===== config.mk =====
export PLATFORM = sky130hd
export DESIGN_NAME = autorange_voltmeter_charlieplex_drive_flat
export DESIGN_NICKNAME = d
export VERILOG_FILES = /design/src/avcd_pkg.sv /design/src/avcd_if.sv /design/src/autorange_voltmeter_charlieplex_drive.sv /design/src/flat_wrapper.sv
export SDC_FILE = /design/constraint.sdc
export NUM_CORES = 1
export LEC_CHECK = 0
export BUFFER_PORTS_ARGS = -buffer_cell sky130_fd_sc_hd__buf_2
export CAP_MARGIN = 20
export CORE_MARGIN = 10
export CORE_UTILIZATION = 56
export DETAILED_ROUTE_END_ITERATION = 10
export PLACE_DENSITY = 0.76
export SLEW_MARGIN = 20
export SYNTH_ARGS = -nofsm -noshare
export SYNTH_HDL_FRONTEND = slang
export SYNTH_SLANG_ARGS = --single-unit

===== constraint.sdc =====
create_clock -name clk -period 6.7 [get_ports clk]
set_clock_uncertainty 0.1 [all_clocks]
set_input_delay 1.005 -clock clk [delete_from_list [all_inputs] [get_ports clk]]
set_output_delay 1.005 -clock clk [all_outputs]
set_load 0.1 [all_outputs]

===== src/avcd_pkg.sv =====
// Package for the autoranging voltmeter with charlieplexed display.
// Holds widths, reciprocal constants, codes, pin tables and the font lookup.
// No dependencies.
package avcd_pkg;

	// Averaging and converter widths
	localparam int SAMPLES_PER_READING = 10;
	localparam int ADC_BITS            = 10;
	localparam int ADC_SAMPLE_W        = 10;
	localparam int CNT_W  = (SAMPLES_PER_READING > 1) ? $clog2(SAMPLES_PER_READING) : 1;
	localparam int SUM_W  = ADC_BITS + $clog2(SAMPLES_PER_READING);
	localparam int AVG_W  = ADC_BITS;
	localparam int SCALED_W = AVG_W + 1;
	localparam int RND_W  = (SCALED_W >= 11) ? SCALED_W + 1 : 12;
	localparam int VAL_W  = 8;

	// Reciprocals for the constant divisions (ceil(2^K / N))
	localparam int AVG_K  = SUM_W + 5;
	localparam int DIV5_K = AVG_W + 6;
	localparam int DIV10_K  = RND_W + 4;
	localparam int DIV100_K = RND_W + 7;
	localparam logic [AVG_K:0] AVG_RECIP =
		(AVG_K+1)'((2**AVG_K + SAMPLES_PER_READING - 1) / SAMPLES_PER_READING);
	localparam logic [DIV5_K-1:0] DIV5_RECIP = DIV5_K'((2**DIV5_K + 4) / 5);
	localparam logic [DIV10_K-1:0] DIV10_RECIP = DIV10_K'((2**DIV10_K + 9) / 10);
	localparam logic [DIV100_K-1:0] DIV100_RECIP = DIV100_K'((2**DIV100_K + 99) / 100);

	// Autorange limits
	localparam logic [RND_W-1:0] LIMIT_AS_IS    = RND_W'(199);
	localparam logic [RND_W-1:0] LIMIT_TENTHS   = RND_W'(1995);
	localparam logic [RND_W-1:0] HALF_TENTH     = RND_W'(5);
	localparam logic [RND_W-1:0] HALF_UNIT      = RND_W'(50);

	// Display
	localparam int LED_COUNT = 20;
	localparam int SLOT_W    = $clog2(LED_COUNT);
	localparam int PIN_COUNT = 5;
	localparam int PIN_W     = 3;
	localparam logic [SLOT_W-1:0] LAST_SLOT = SLOT_W'(LED_COUNT - 1);

	localparam logic [PIN_W-1:0] ANODE_PIN [LED_COUNT] = '{
		3'd4, 3'd4, 3'd4, 3'd4, 3'd2, 3'd2, 3'd2, 3'd2, 3'd3, 3'd3,
		3'd3, 3'd3, 3'd0, 3'd0, 3'd0, 3'd0, 3'd1, 3'd1, 3'd1, 3'd1};
	localparam logic [PIN_W-1:0] CATHODE_PIN [LED_COUNT] = '{
		3'd3, 3'd0, 3'd1, 3'd2, 3'd0, 3'd1, 3'd3, 3'd4, 3'd0, 3'd1,
		3'd2, 3'd4, 3'd1, 3'd2, 3'd3, 3'd4, 3'd0, 3'd2, 3'd3, 3'd4};

	// Configuration
	localparam int CFG_ADDR_W = 4;
	localparam int CFG_DATA_W = 64;
	localparam logic REG_FONT_LOW  = 1'b0;
	localparam logic REG_FONT_HIGH = 1'b1;
	localparam logic [63:0] FONT_LOW_RESET  = 64'd535366328472370751;
	localparam logic [15:0] FONT_HIGH_RESET = 16'd28543;

	// Codes
	localparam logic REQ_SAMPLE = 1'b0;
	localparam logic REQ_TICK   = 1'b1;
	localparam logic KIND_PINS    = 1'b0;
	localparam logic KIND_READING = 1'b1;

	typedef enum logic [1:0] {
		POINT_FIRST  = 2'd1,
		POINT_SECOND = 2'd2,
		POINT_THIRD  = 2'd3
	} point_t;

	// Segment byte of one digit from the two font registers
	function automatic logic [7:0] font_of(input logic [3:0] digit,
	                                       input logic [63:0] lo,
	                                       input logic [15:0] hi);
		logic [7:0] f;
		unique case (digit)
			4'd0: f = lo[7:0];
			4'd1: f = lo[15:8];
			4'd2: f = lo[23:16];
			4'd3: f = lo[31:24];
			4'd4: f = lo[39:32];
			4'd5: f = lo[47:40];
			4'd6: f = lo[55:48];
			4'd7: f = lo[63:56];
			4'd8: f = hi[7:0];
			4'd9: f = hi[15:8];
			default: f = 8'd0;
		endcase
		return f;
	endfunction

endpackage


===== src/avcd_if.sv =====
// Channel interfaces of the voltmeter block: request items in, result items out.
// Depends on avcd_pkg for field widths.
interface avcd_req_if
	import avcd_pkg::*;
	();
	logic                    valid;
	logic                    ready;
	logic                    req_type;
	logic [ADC_SAMPLE_W-1:0] adc_sample;

	modport source (output valid, req_type, adc_sample, input ready);
	modport sink   (input valid, req_type, adc_sample, output ready);
endinterface

interface avcd_rsp_if
	import avcd_pkg::*;
	();
	logic           valid;
	logic           ready;
	logic           result_kind;
	logic [4:0]     pin_level;
	logic [4:0]     pin_dir;
	logic [10:0]    reading_scaled;
	logic [3:0]     hundreds_digit;
	logic [3:0]     tens_digit;
	logic [3:0]     units_digit;
	logic [1:0]     point_position;

	modport source (output valid, result_kind, pin_level, pin_dir, reading_scaled,
		hundreds_digit, tens_digit, units_digit, point_position, input ready);
	modport sink   (input valid, result_kind, pin_level, pin_dir, reading_scaled,
		hundreds_digit, tens_digit, units_digit, point_position, output ready);
endinterface


===== src/autorange_voltmeter_charlieplex_drive.sv =====
// Autoranging voltmeter with charlieplexed 20-LED drive: top level.
// An accepted item moves through the stage registers in order into the output register.
// Throughput: one item per cycle; ready drops only when all five stages hold
// items and the output is stalled. Samples that do not close a group leave no item.
// Reset (arst_n low, asynchronous): pipeline empty, sum/index/scan slot zero,
// all LEDs off, font registers at their default glyphs.
module autorange_voltmeter_charlieplex_drive
	import avcd_pkg::*;
(
	input  logic                  clk,
	input  logic                  arst_n,
	avcd_req_if.sink              req,
	avcd_rsp_if.source            rsp,
	input  logic                  psel,
	input  logic                  penable,
	input  logic                  pwrite,
	input  logic [CFG_ADDR_W-1:0] paddr,
	input  logic [CFG_DATA_W-1:0] pwdata,
	output logic [CFG_DATA_W-1:0] prdata,
	output logic                  pready
);

	// ---------------------------------------------------------------
	// Configuration registers. Only paddr[3] selects a register.
	// ---------------------------------------------------------------
	logic [63:0] font_low_q;
	logic [15:0] font_high_q;
	logic        cfg_wr;

	assign pready = 1'b1;
	assign cfg_wr = psel & penable & pwrite;
	assign prdata = (paddr[3] == REG_FONT_HIGH) ? {48'd0, font_high_q} : font_low_q;

	// ---------------------------------------------------------------
	// Stage enables: a stage loads when it is empty or its content moves on.
	// ---------------------------------------------------------------
	logic valid_s1, valid_s2, valid_s3, valid_s4, valid_s5;
	logic free_s1, free_s2, free_s3, free_s4, free_s5;

	assign free_s5 = !valid_s5 || rsp.ready;
	assign free_s4 = !valid_s4 || free_s5;
	assign free_s3 = !valid_s3 || free_s4;
	assign free_s2 = !valid_s2 || free_s3;
	assign free_s1 = !valid_s1 || free_s2;
	assign req.ready = free_s1;

	logic accept;
	assign accept = req.valid && req.ready;

	// ---------------------------------------------------------------
	// Accept stage: accumulate samples, advance the scan slot on ticks.
	// ---------------------------------------------------------------
	logic [SUM_W-1:0]    sample_sum_q;
	logic [CNT_W-1:0]    sample_index_q;
	logic [SLOT_W-1:0]   scan_slot_q;
	logic [ADC_BITS-1:0] sample_used;
	logic [SUM_W-1:0]    sum_next;
	logic                group_done;
	logic                is_tick;

	assign is_tick     = (req.req_type == REQ_TICK);
	assign sample_used = ADC_BITS'(req.adc_sample);
	assign sum_next    = sample_sum_q + SUM_W'(sample_used);
	assign group_done  = (sample_index_q == CNT_W'(SAMPLES_PER_READING - 1));

	// Stage payloads
	logic              kind_s1, kind_s2, kind_s3, kind_s4;
	logic [SLOT_W-1:0] slot_s1, slot_s2, slot_s3, slot_s4;
	logic [SUM_W-1:0]  sum_s1;
	logic [AVG_W-1:0]  avg_s2;
	logic [SCALED_W-1:0] scaled_s3, scaled_s4;
	logic [VAL_W-1:0]  val_s4;
	point_t            pt_s4;

	// ---------------------------------------------------------------
	// Stage 2: average = sum / SAMPLES_PER_READING by reciprocal multiply.
	// ---------------------------------------------------------------
	logic [SUM_W+AVG_K:0] avg_prod;
	logic [AVG_W-1:0]     avg_next;

	assign avg_prod = (SUM_W+AVG_K+1)'(sum_s1) * (SUM_W+AVG_K+1)'(AVG_RECIP);
	assign avg_next = avg_prod[AVG_K +: AVG_W];

	// ---------------------------------------------------------------
	// Stage 3: scaled = floor(avg * 49 / 40) = floor(floor(avg*49/8) / 5).
	// ---------------------------------------------------------------
	logic [AVG_W+5:0]          p49;
	logic [AVG_W+2:0]          p8;
	logic [AVG_W+2+DIV5_K:0]   sc_prod;
	logic [SCALED_W-1:0]       scaled_next;

	assign p49 = ((AVG_W+6)'(avg_s2) << 5) + ((AVG_W+6)'(avg_s2) << 4) + (AVG_W+6)'(avg_s2);
	assign p8  = p49[AVG_W+5:3];
	assign sc_prod = (AVG_W+3+DIV5_K)'(p8) * (AVG_W+3+DIV5_K)'(DIV5_RECIP);
	assign scaled_next = sc_prod[DIV5_K +: SCALED_W];

	// ---------------------------------------------------------------
	// Stage 4: autorange. Rounding half-up is floor((v + half) / step).
	// The shown value always stays below 200.
	// ---------------------------------------------------------------
	logic [RND_W-1:0]          v_ext;
	logic [RND_W+DIV10_K-1:0]  q10_prod;
	logic [RND_W+DIV100_K-1:0] q100_prod;
	logic [VAL_W-1:0]          q10, q100;
	logic [VAL_W-1:0]          val_next;
	point_t                    pt_next;

	assign v_ext     = RND_W'(scaled_s3);
	assign q10_prod  = (RND_W+DIV10_K)'(v_ext + HALF_TENTH) * (RND_W+DIV10_K)'(DIV10_RECIP);
	assign q100_prod = (RND_W+DIV100_K)'(v_ext + HALF_UNIT) *
		(RND_W+DIV100_K)'(DIV100_RECIP);
	assign q10  = q10_prod[DIV10_K +: VAL_W];
	assign q100 = q100_prod[DIV100_K +: VAL_W];

	always_comb begin
		priority if (v_ext <= LIMIT_AS_IS) begin
			pt_next  = POINT_FIRST;
			val_next = v_ext[VAL_W-1:0];
		end else if (v_ext < LIMIT_TENTHS) begin
			pt_next  = POINT_SECOND;
			val_next = q10;
		end else begin
			pt_next  = POINT_THIRD;
			val_next = q100;
		end
	end

	// ---------------------------------------------------------------
	// Stage 5 (output register): digits, LED pattern, pin drive.
	// ---------------------------------------------------------------
	logic [LED_COUNT-1:0] led_q;
	logic [LED_COUNT-1:0] led_next;
	logic                 d1;
	logic [6:0]           rem;
	logic [14:0]          d2_prod;
	logic [3:0]           d2, d3;
	logic [7:0]           font_tens, font_units;

	assign d1      = (val_s4 >= VAL_W'(100));
	assign rem     = d1 ? 7'(val_s4 - VAL_W'(100)) : val_s4[6:0];
	assign d2_prod = 15'(rem) * 15'd205;
	assign d2      = d2_prod[14:11];
	assign d3      = 4'(rem - 7'(d2) * 7'd10);
	assign font_tens  = font_of(d2, font_low_q, font_high_q);
	assign font_units = font_of(d3, font_low_q, font_high_q);

	always_comb begin
		led_next        = '0;
		led_next[1]     = d1;
		led_next[2]     = d1;
		led_next[3]     = (pt_s4 == POINT_FIRST);
		led_next[11:4]  = font_tens;
		led_next[19:12] = font_units;
		// Decimal points override the last segment of each digit
		led_next[11]    = (pt_s4 == POINT_SECOND);
		led_next[19]    = (pt_s4 == POINT_THIRD);
	end

	// Anode high, cathode low when lit, high when dark; others released
	logic [PIN_W-1:0]     anode, cathode;
	logic                 led_off;
	logic [PIN_COUNT-1:0] level_next, dir_next;

	assign anode      = ANODE_PIN[slot_s4];
	assign cathode    = CATHODE_PIN[slot_s4];
	assign led_off    = !led_q[slot_s4];
	assign level_next = (PIN_COUNT'(1) << anode) | (PIN_COUNT'(led_off) << cathode);
	assign dir_next   = (PIN_COUNT'(1) << anode) | (PIN_COUNT'(1) << cathode);

	// ---------------------------------------------------------------
	// Control state
	// ---------------------------------------------------------------
	always_ff @(posedge clk or negedge arst_n) begin
		if (!arst_n) begin
			font_low_q     <= FONT_LOW_RESET;
			font_high_q    <= FONT_HIGH_RESET;
			sample_sum_q   <= '0;
			sample_index_q <= '0;
			scan_slot_q    <= '0;
			led_q          <= '0;
			valid_s1       <= 1'b0;
			valid_s2       <= 1'b0;
			valid_s3       <= 1'b0;
			valid_s4       <= 1'b0;
			valid_s5       <= 1'b0;
		end else begin
			if (cfg_wr) begin
				if (paddr[3] == REG_FONT_HIGH) begin
					font_high_q <= pwdata[15:0];
				end else begin
					font_low_q <= pwdata;
				end
			end
			if (accept) begin
				if (is_tick) begin
					scan_slot_q <= (scan_slot_q == LAST_SLOT) ? '0 : scan_slot_q + SLOT_W'(1);
				end else if (group_done) begin
					sample_sum_q   <= '0;
					sample_index_q <= '0;
				end else begin
					sample_sum_q   <= sum_next;
					sample_index_q <= sample_index_q + CNT_W'(1);
				end
			end
			if (free_s1) valid_s1 <= accept && (is_tick || group_done);
			if (free_s2) valid_s2 <= valid_s1;
			if (free_s3) valid_s3 <= valid_s2;
			if (free_s4) valid_s4 <= valid_s3;
			if (free_s5) valid_s5 <= valid_s4;
			// Latch the new pattern as the reading enters the output register
			if (free_s5 && valid_s4 && kind_s4 == KIND_READING) led_q <= led_next;
		end
	end

	// ---------------------------------------------------------------
	// Payload registers
	// ---------------------------------------------------------------
	always_ff @(posedge clk) begin
		if (free_s1) begin
			kind_s1 <= is_tick ? KIND_PINS : KIND_READING;
			slot_s1 <= scan_slot_q;
			sum_s1  <= sum_next;
		end
		if (free_s2) begin
			kind_s2 <= kind_s1;
			slot_s2 <= slot_s1;
			avg_s2  <= avg_next;
		end
		if (free_s3) begin
			kind_s3   <= kind_s2;
			slot_s3   <= slot_s2;
			scaled_s3 <= scaled_next;
		end
		if (free_s4) begin
			kind_s4   <= kind_s3;
			slot_s4   <= slot_s3;
			scaled_s4 <= scaled_s3;
			val_s4    <= val_next;
			pt_s4     <= pt_next;
		end
		if (free_s5) begin
			rsp.result_kind <= kind_s4;
			if (kind_s4 == KIND_READING) begin
				rsp.pin_level      <= '0;
				rsp.pin_dir        <= '0;
				rsp.reading_scaled <= 11'(scaled_s4);
				rsp.hundreds_digit <= 4'(d1);
				rsp.tens_digit     <= d2;
				rsp.units_digit    <= d3;
				rsp.point_position <= pt_s4;
			end else begin
				rsp.pin_level      <= level_next;
				rsp.pin_dir        <= dir_next;
				rsp.reading_scaled <= '0;
				rsp.hundreds_digit <= '0;
				rsp.tens_digit     <= '0;
				rsp.units_digit    <= '0;
				rsp.point_position <= '0;
			end
		end
	end

	assign rsp.valid = valid_s5;

endmodule


===== src/flat_wrapper.sv =====
// flat-port wrapper written by rule: the top's interface ports become plain ports
module autorange_voltmeter_charlieplex_drive_flat import avcd_pkg::*;
  (clk, arst_n, psel, penable, pwrite, paddr, pwdata, prdata, pready, req_valid, req_req_type, req_adc_sample, req_ready, rsp_valid, rsp_result_kind, rsp_pin_level, rsp_pin_dir, rsp_reading_scaled, rsp_hundreds_digit, rsp_tens_digit, rsp_units_digit, rsp_point_position, rsp_ready);
  avcd_req_if req_i ();
  avcd_rsp_if rsp_i ();
  input  logic clk;
  input  logic arst_n;
  input  logic psel;
  input  logic penable;
  input  logic pwrite;
  input  logic [CFG_ADDR_W-1:0] paddr;
  input  logic [CFG_DATA_W-1:0] pwdata;
  output logic [CFG_DATA_W-1:0] prdata;
  output logic pready;
  input wire logic [$bits(req_i.valid)-1:0] req_valid;
  input wire logic [$bits(req_i.req_type)-1:0] req_req_type;
  input wire logic [$bits(req_i.adc_sample)-1:0] req_adc_sample;
  output wire logic [$bits(req_i.ready)-1:0] req_ready;
  output wire logic [$bits(rsp_i.valid)-1:0] rsp_valid;
  output wire logic [$bits(rsp_i.result_kind)-1:0] rsp_result_kind;
  output wire logic [$bits(rsp_i.pin_level)-1:0] rsp_pin_level;
  output wire logic [$bits(rsp_i.pin_dir)-1:0] rsp_pin_dir;
  output wire logic [$bits(rsp_i.reading_scaled)-1:0] rsp_reading_scaled;
  output wire logic [$bits(rsp_i.hundreds_digit)-1:0] rsp_hundreds_digit;
  output wire logic [$bits(rsp_i.tens_digit)-1:0] rsp_tens_digit;
  output wire logic [$bits(rsp_i.units_digit)-1:0] rsp_units_digit;
  output wire logic [$bits(rsp_i.point_position)-1:0] rsp_point_position;
  input wire logic [$bits(rsp_i.ready)-1:0] rsp_ready;
  assign req_i.valid = req_valid;
  assign req_i.req_type = req_req_type;
  assign req_i.adc_sample = req_adc_sample;
  assign req_ready = req_i.ready;
  assign rsp_valid = rsp_i.valid;
  assign rsp_result_kind = rsp_i.result_kind;
  assign rsp_pin_level = rsp_i.pin_level;
  assign rsp_pin_dir = rsp_i.pin_dir;
  assign rsp_reading_scaled = rsp_i.reading_scaled;
  assign rsp_hundreds_digit = rsp_i.hundreds_digit;
  assign rsp_tens_digit = rsp_i.tens_digit;
  assign rsp_units_digit = rsp_i.units_digit;
  assign rsp_point_position = rsp_i.point_position;
  assign rsp_i.ready = rsp_ready;
  autorange_voltmeter_charlieplex_drive u_core (.clk(clk), .arst_n(arst_n), .req(req_i), .rsp(rsp_i), .psel(psel), .penable(penable), .pwrite(pwrite), .paddr(paddr), .pwdata(pwdata), .prdata(prdata), .pready(pready));
endmodule

# == Yosys cells after proc, flatten, opt, wreduce, memory -nomap -nowiden ==
# Memories as Yosys holds them, arrays and structs flattened.
# Cells that the tools add are included.
# op_classes
n_addsub,9
n_mul,6
magnitude_cmp,5
n_eq_ne,23
n_shift,3
n_mux,17
n_bitwise,7
reduce_logical,22
# ops
op,n
$pmux W7 S10,2
$mux W64,1
$eq A4 B3 Y1 const B,8
$mul A31 B13 Y27 const B,1
$mul A14 B16 Y29 const B,1
$mul A28 B12 Y23 const B,1
$mul A13 B12 Y25 const B,1
$eq A4 B4 Y1 const B,5
$add A15 B14 Y16,1
$add A16 B10 Y16,1
$eq A4 B2 Y1 const B,4
$mux W8,2
$mul A7 B8 Y15 const B,1
$add A14 B10 Y14,1
$mux W14,1
$add A11 B3 Y12 const B,1
$add A11 B6 Y12 const B,1
$mux W3,4
$le A11 B8 Y1 const B,1
$lt A11 B11 Y1 const B,1
$or A5 B5 Y5,2
$shl A1 B3 Y5 const A,2
$eq A4 B1 Y1 const B,2
$ge A8 B7 Y1 const B,1
24 further kinds,46
# word_totals
regBits,243
romBits,192
in_bits,86
out_inout_bits,103
word_cells,128
mem_count,2
# mem_list
name,depth,word_bits,read_ports,rd_ports_with_merged_regs,write_ports,line_no,source
(name not given),32,3,1,0,0,autorange_voltmeter_charlieplex_drive.sv:165,assign cathode = CATHODE_PIN[slot_s4];
(name not given),32,3,1,0,0,autorange_voltmeter_charlieplex_drive.sv:164,assign anode = ANODE_PIN[slot_s4];

# == Longest topological paths before layout ==
# Gate-level depths: netlist of run 1.
# logic_depth
depth_word,8
ltp_mapped,32
depth_no_buf,31

# == Worst setup path after synthesis of run 1 ==
# OpenSTA, ideal clock, no wires.
# synth_path
path_type,register to register
start,register u_core.val_s4[2]
end,register u_core.led_q[16]
setup_time_ns,0.139
arrival_time_ns,7.102
required_time_ns,6.461
slack_ns,-0.641
path_stages_with_launch,32
n_path_buf,4
period_less_slack_ns,7.341
path_cell_list,edfxtp_1 -> inv_1 -> ha_1 -> or3b_1 -> o21a_1 -> nand2_1 -> xor2_1 -> inv_1 -> ha_1 -> ha_1 -> fa_1 -> inv_1 -> fa_1 -> inv_1 -> ha_1 -> nand4_1 -> a2111o_1 -> nand3_1 -> or3b_1 -> buf_6 -> inv_4 -> clkbuf_1 -> ha_1 -> clkbuf_1 -> buf_1 -> inv_1 -> a21oi_1 -> a21oi_1 -> a221oi_1 -> nor2_1 -> a31oi_1 -> o221ai_1
# synth_via
elab_chain_cells,7
word_cells_on_any_way,17
classes_between,add/sub (2); mul (2); order compare (1); eq/ne (9); mux (2); reduce/logical (1)
# synth_rtl
item,line_no,source
start: declaration,autorange_voltmeter_charlieplex_drive.sv:72,logic [VAL_W-1:0] val_s4;
start signal: assignment,autorange_voltmeter_charlieplex_drive.sv:238,val_s4 <= val_next;
$sub A7 B7 Y7 or $ge A8 B7 Y1 (tied branches),"autorange_voltmeter_charlieplex_drive.sv:140, autorange_voltmeter_charlieplex_drive.sv:139",
$mux W7 *,autorange_voltmeter_charlieplex_drive.sv:140,assign rem = d1 ? 7'(val_s4 - VAL_W'(100)) : val_s4[6:0];
$mul A7 B8 Y15 *,autorange_voltmeter_charlieplex_drive.sv:141,assign d2_prod = 15'(rem) * 15'd205;
named net u_core.d2_prod[11],autorange_voltmeter_charlieplex_drive.sv:135,logic [14:0] d2_prod;
$mul A4 B3 Y3 *,autorange_voltmeter_charlieplex_drive.sv:143,assign d3 = 4'(rem - 7'(d2) * 7'd10);
$sub A4 B4 Y4 *,autorange_voltmeter_charlieplex_drive.sv:143,
$eq A4 B4 Y1 (tied with other cells),avcd_pkg.sv:73,unique case (digit)
$pmux W7 S10 *,avcd_pkg.sv:73,
end signal: assignment,autorange_voltmeter_charlieplex_drive.sv:211,if (free_s5 && valid_s4 && kind_s4 == KIND_READING) led_q <= led_next;
end: declaration,autorange_voltmeter_charlieplex_drive.sv:131,logic [LED_COUNT-1:0] led_q;
# Mark *: on every way through the listed nets, which the timed path passes. The rest lies on a longest branch.
# A chain may end at the register's enable or synchronous reset.

# == Final worst setup path of run 1 ==
# layout_path
start,register u_core.avg_s2[0]
end,register u_core.scaled_s3[10] (data pin)
# layout_via
elab_chain_cells,3
# layout_rtl
item,line_no,source
start: declaration,autorange_voltmeter_charlieplex_drive.sv:70,logic [AVG_W-1:0] avg_s2;
start signal: assignment,autorange_voltmeter_charlieplex_drive.sv:227,avg_s2 <= avg_next;
$add A15 B14 Y16,autorange_voltmeter_charlieplex_drive.sv:92,assign p49 = ((AVG_W+6)'(avg_s2) << 5) + ((AVG_W+6)'(avg_s2) << 4) + (AVG_W+6)'(avg_s2);
$add A16 B10 Y16 *,autorange_voltmeter_charlieplex_drive.sv:92,
$mul A13 B12 Y25 *,autorange_voltmeter_charlieplex_drive.sv:94,assign sc_prod = (AVG_W+3+DIV5_K)'(p8) * (AVG_W+3+DIV5_K)'(DIV5_RECIP);
named net u_core.sc_prod[26],autorange_voltmeter_charlieplex_drive.sv:89,logic [AVG_W+2+DIV5_K:0] sc_prod;
end signal: assignment,autorange_voltmeter_charlieplex_drive.sv:232,scaled_s3 <= scaled_next;
end: declaration,autorange_voltmeter_charlieplex_drive.sv:71,"logic [SCALED_W-1:0] scaled_s3, scaled_s4;"
# Marks and branches as above.

==> results of run 1 <==
[cell families (layout without fill, tap and decap cells)]
| logic type | after synthesis | in the layout | synth area share, % |
|---|---|---|---|
| buffers and inverters | 409 | 736 | 6.56 |
| multiplexers | 139 | 139 | 7.10 |
| adder cells (fa/ha/maj) | 617 | 617 | 38.6 |
| AO/OA/AOI/OAI | 294 | 294 | 8.20 |
| flip-flops | 239 | 239 | 27.7 |
| AND/OR/NAND/NOR | 374 | 374 | 8.12 |
| other | 2 | 7 | 0.0315 |
| XOR/XNOR | 95 | 95 | 3.68 |
[through the flow]
stage                     setup TNS, ns  area [sq um]  utilization (%)  instances
after floorplan                  -0.568         24000                -       2171
after global placement            -1.60         26200             62.2       2951
after detailed placement          -3.88         26200             62.2       2951
after CTS                         -2.34         27400             65.1       3024
after global routing              -7.58         28000             66.7       3039
final                             -3.36         28000             66.7       3040
[critical path: cells and delay by family, from the launching register on]
family                     cells  cell delay [ns]
adders and majority gates      8             3.08
xor gates and xnor gates       1             0.08
and+or+nand+nor                6             0.86
buffers and inverters          3             0.12
DFF                            1             0.41
AOI/OAI and AO/OA             13             2.21
[cells in the final DEF (no fill, tap or decap), types with 52 or more instances in the layout]
master,count
fa_1,190
a21oi_1,54
dfrtp_1,79
nor2_1,73
inv_1,337
nor2b_1,62
nand2_1,72
buf_2,179
edfxtp_1,113
ha_1,400
buf_4,141
xnor2_1,52
mux2_2,101
[how the worst max path moves through the flow]
stage                     start                    to
5_1_grt        u_core.avg_s2[1]  u_core.scaled_s3[10]
6_report       u_core.avg_s2[0]  u_core.scaled_s3[10]
2_1_floorplan  u_core.avg_s2[0]  u_core.scaled_s3[10]
3_5_place_dp   u_core.avg_s2[1]  u_core.scaled_s3[10]
4_1_cts        u_core.avg_s2[0]  u_core.scaled_s3[10]
3_3_place_gp   u_core.avg_s2[0]  u_core.scaled_s3[10]
[sequential cells by signal, summed over array words and instances (netlist names), 8 cells and up]
register,cells
u_core.avg_s2,10
u_core.scaled_s4,11
u_core.led_q,18
u_core.font_low_q,64
u_core.sum_s1,14
u_core.rsp.reading_scaled,11
u_core.val_s4,8
u_core.scaled_s3,11
u_core.sample_sum_q,14
u_core.font_high_q,16
[layout make-up]
cell class | count | area share [%]
well taps | 539 | 2.41
clock buffers | 41 | 3.00
repair buffers | 327 | 7.26
inverters | 357 | 4.80
clock inverters | 11 | 0.362
flip-flops and latches | 239 | 23.6
diodes | 3 | 0.0268
multi-input cells | 1523 | 58.6
[layer usage]
metal  vias to the layer above  GRT usage (%)  routed length [um]
met3                        77           3.46                3360
met4                         0           5.17                1240
li1                       8064              -                   -
met5                         -              0                   0
met1                      8422           28.4               24000
met2                       420           36.9               28500
[repair_timing]
item	CTS	global route
endpoints found under the setup margin	16	26
pin swaps	26	55
buffers inserted	21	17
gates resized for setup	29	103
==> results.cfg, run 1 <==
[cells_and_area]
finalNetCount = 3179
layout-drive-gt1-share_pct = 27.1
areaGrowthSynthToFinish_pct = 17.6
seqCellArea_sq_um = 6610
num-fill-cells = 3092
multi_input_area_sq_um = 16400

[synthesis]
syn_inst = 2169
synth_edf_count = 113
synth_top_flop_cell = edfxtp_1
post-synth-top-count-cell = ha_1
syn_avg_cell_area_sq_um = 11.0
synthDistinctLibCells = 81
yosysTopAreaCellShare_pct = 22.1
syn_area_sq_um = 23800
yosys-top-cells-count = ha_1 (420), inv_1 (354), fa_1 (197)
async_flop_share_pct = 52.7
yosys-top-cells-area = ha_1 (22%), fa_1 (17%), edfxtp_1 (14%), dfrtp_1 (8.3%), inv_1 (5.6%)
yosysSeqAreaShare_pct = 27.7
ys_seq_elements = 239
synth_top_area_cell = ha_1
yosysWarningCount = 0

[global_route]
grt_usage_pct = 21.7
grt_pass1_wl_um = 89700
grt_start_max_net_pins = 78
grt_pass1_vias = 17578
grt-ovfl-total = 0
antenna_found_initial = 2

[setup_path]
rr_worst_depth = 31
path_class = reg -> reg
required_ns = 6.91
ff2ff_setup_slack_ns = -0.42
worstSetupEndpointType = flip-flop
startpoint_type = flip-flop
r2r-end = u_core.scaled_s3[10]
slowest_stage = fa_1
cp.arrival_ns = 7.33
path_common_cell = fa_1
timing.rr.start = u_core.avg_s2[0]
path_max_fanout = 2
slowest_delay_ns = 0.56

[sta]
hold_violations = 0
period_share_pct = 106
slew_viol_final = 0
finalSetupViolations = 15
rsz0062_at_grt = true
layout_setup_ws_ns = -0.423
hold_ws_ns = 0.307
relSlewSlack_pct = 31.9
worst_pin_slew_ns = 1.02
fmax_mhz = 140
period_minus_slack_ns = 7.12

[route]
wl_per_cell_um = 18.8
drt_iter0_drc = 955
vias = 16983
ant_nets = 0
finalWirelength_um = 57100
drc = 0
viasPerCell = 5.59
drt_pass1_iterations = 5

[job]
drv_cap = 0

[die]
die_h_um = 226
rows = 75
start_util_pct = 56.7
ioPinCount = 189
coreArea_sq_um = 42000
chipWidth_um = 226
die_area_sq_um = 51200

[worst_hold_path]
hold_path_depth = 0
hold_class = reg -> reg
holdCritStartpoint = u_core.slot_s3[4]
whs_endpoint = u_core.slot_s4[4]

[cts]
ctsHoldBuffers = 0
clockBufferDepth = 3
insertion_delay_ns = 0.56
clkSlewWorstSetupHoldPaths_ns = 0.06
cts_inserted_buffers = 28
cts_root_buf = clkbuf_16
tritoncts = done
cts_sinks = 239
htreeDepth = 1

[status]
outcome = finished with violations
violations = setup timing

[placement]
port_buffers = 181
gp_congestion = 0.941
post-place-ws_ns = -0.647
dp_hpwl_um = 45700
Power of run 1 is left out: the tool's default activity adds up to more than one toggle a clock period on the data nets, which glitch-free logic cannot reach.
==> run 2: changes to the inputs <==
--- a/config.mk
+++ b/config.mk
@@ -8,9 +8,9 @@
 export BUFFER_PORTS_ARGS = -buffer_cell sky130_fd_sc_hd__buf_2
 export CAP_MARGIN = 20
 export CORE_MARGIN = 10
-export CORE_UTILIZATION = 56
+export CORE_UTILIZATION = 65
 export DETAILED_ROUTE_END_ITERATION = 10
-export PLACE_DENSITY = 0.76
+export PLACE_DENSITY = 0.83
 export SLEW_MARGIN = 20
 export SYNTH_ARGS = -nofsm -noshare
 export SYNTH_HDL_FRONTEND = slang
==> constraint.sdc (replaced) <==
create_clock -name clk -period 8.8 [get_ports clk]
set_clock_uncertainty 0.1 [all_clocks]
set_input_delay 1.32 -clock clk [delete_from_list [all_inputs] [get_ports clk]]
set_output_delay 1.32 -clock clk [all_outputs]
set_load 0.1 [all_outputs]
==> run 2 against run 1 <==
  * Utilization grew 5.0 points
  * Critical path type unchanged
  * Sequential share of layout area grew 1.7 points
  * Critical path depth shrank 3
  * Via count shrank 2.4%
  * Cell area shrank 6.9%
  * Global-route usage grew 2.7 points
  * The flow now finishes without violations
==> results.cfg, run 2 (same netlist as run 1, synthesis figures left out) <==
[global_route]
grt_pass1_wl_um = 88700
grt_pass1_vias = 17416
antenna_found_initial = 4
grt-ovfl-total = 0
grt_usage_pct = 24.4
grt_start_max_net_pins = 84

[worst_hold_path]
hold_class = reg -> reg
holdCritStartpoint = u_core.slot_s3[0]

[sta]
worst_pin_slew_ns = 1.00
fmax_mhz = 122
period_share_pct = 92.8
rsz0062_at_grt = false
relSlewSlack_pct = 31.3
slew_viol_final = 0
finalSetupViolations = 0
hold_violations = 0
period_minus_slack_ns = 8.17
fin_tns_setup_ns = 0

[status]
outcome = completed

[placement]
dp_hpwl_um = 43700
port_buffers = 181
gp_congestion = 0.956

[route]
vias = 16569
wl_per_cell_um = 19.2
ant_nets = 0
drc = 0
drt_pass1_iterations = 6
viasPerCell = 5.84
drt_iter0_drc = 1112
finalWirelength_um = 54400

[cts]
clockBufferDepth = 3
insertion_delay_ns = 0.57
cts_inserted_buffers = 27
tritoncts = done
clkSlewWorstSetupHoldPaths_ns = 0.06
cts_root_buf = clkbuf_16
cts_sinks = 239
ctsHoldBuffers = 0
htreeDepth = 1
cts_setup_buffers = 0

[die]
start_util_pct = 65.4
chipWidth_um = 211
die_area_sq_um = 44700
rows = 70
die_h_um = 211
ioPinCount = 189
coreArea_sq_um = 36400

[setup_path]
slowest_delay_ns = 0.63
cp.arrival_ns = 8.53
path_class = reg -> reg
path_max_fanout = 19
worstSetupEndpointType = flip-flop
timing.rr.start = u_core.val_s4[2]
required_ns = 9.17
startpoint_type = flip-flop
slowest_stage = or3b_1
crit_start = u_core.val_s4[2]

[cells_and_area]
layout_common_cells = ha_1 (420), inv_1 (354), fa_1 (197), buf_2 (180), edfxtp_1 (113)
num-fill-cells = 2520
largest_reg_flops = 64
reg.largest.list = u_core.font_low_q: 64 flops, u_core.led_q: 18 flops, u_core.font_high_q: 16 flops
layout_commonest_cell = ha_1
finalNetCount = 3044
areaGrowthSynthToFinish_pct = 9.52
regMostFlops = u_core.font_low_q
layout-drive-gt1-share_pct = 17.6

[job]
drv_cap = 0
[run 2: final cells by class]
cell class                      instances  area (sq um)  share of cell area (%)
Multi-Input combinational cell       1523         15700                    60.1
Sequential cell                       239          6610                    25.3
Inverter                              357          1340                    5.14
Timing Repair Buffer                  193          1000                    3.84
Clock buffer                           36           761                    2.91
Tap cell                              468           586                    2.24
Clock inverter                         14           116                   0.446
Antenna cell                            5          12.5                  0.0479
[run 2: per-stage QoR]
step           setup slack [ns]  utilization (%)  instances  cell area, sq um  hold WS [ns]
4_1_cts                   0.486             71.6       2830             26100         0.325
3_3_place_gp              0.765             69.2       2780             25200         0.302
5_1_grt                  0.0568             71.6       2834             26100         0.328
2_1_floorplan              1.46                -       2171             23800         0.300
3_5_place_dp              0.603             69.2       2780             25200         0.305
6_report                  0.630             71.6       2835             26100         0.322
[run 2: what timing repair did]
action / CTS / global route
setup endpoints to repair: 0 / 2
hold endpoints to repair: 0 / 0
gates resized for setup: 0 / 1
[run 2: metal layers]
metal / wire length, um / global-route usage [%] / share of wire, %
met1: 22600 / 31.7 / 41
met2: 27200 / 41.8 / 50
met3: 3300 / 3.52 / 6.1
met4: 1360 / 6.97 / 2.5
met5: 0 / 0 / 0
[run 2: worst paths after layout]
path,slack (ns),cells after the start,to
worst min-delay path,0.32,0,u_core.slot_s4[0]
max in group asynchronous,6.78,2,u_core.led_q[19]
worst max register to register,0.63,28,u_core.led_q[18]
worst min register to register,0.32,0,u_core.slot_s4[0]
worst max-delay path,0.63,28,u_core.led_q[18]
min in group asynchronous,0.66,1,u_core.font_low_q[46]
[run 2: worst max-delay path: cells and delay by family (launching register included)]
kind,cells,cell delay [ns]
AOI/OAI and AO/OA,4,1.09
xor gates and xnor gates,4,1.28
adders and majority gates,8,2.68
buffers and inverters,6,0.72
DFF,1,0.44
and+or+nand+nor,6,1.74
Power of run 2 is left out for the same reason.
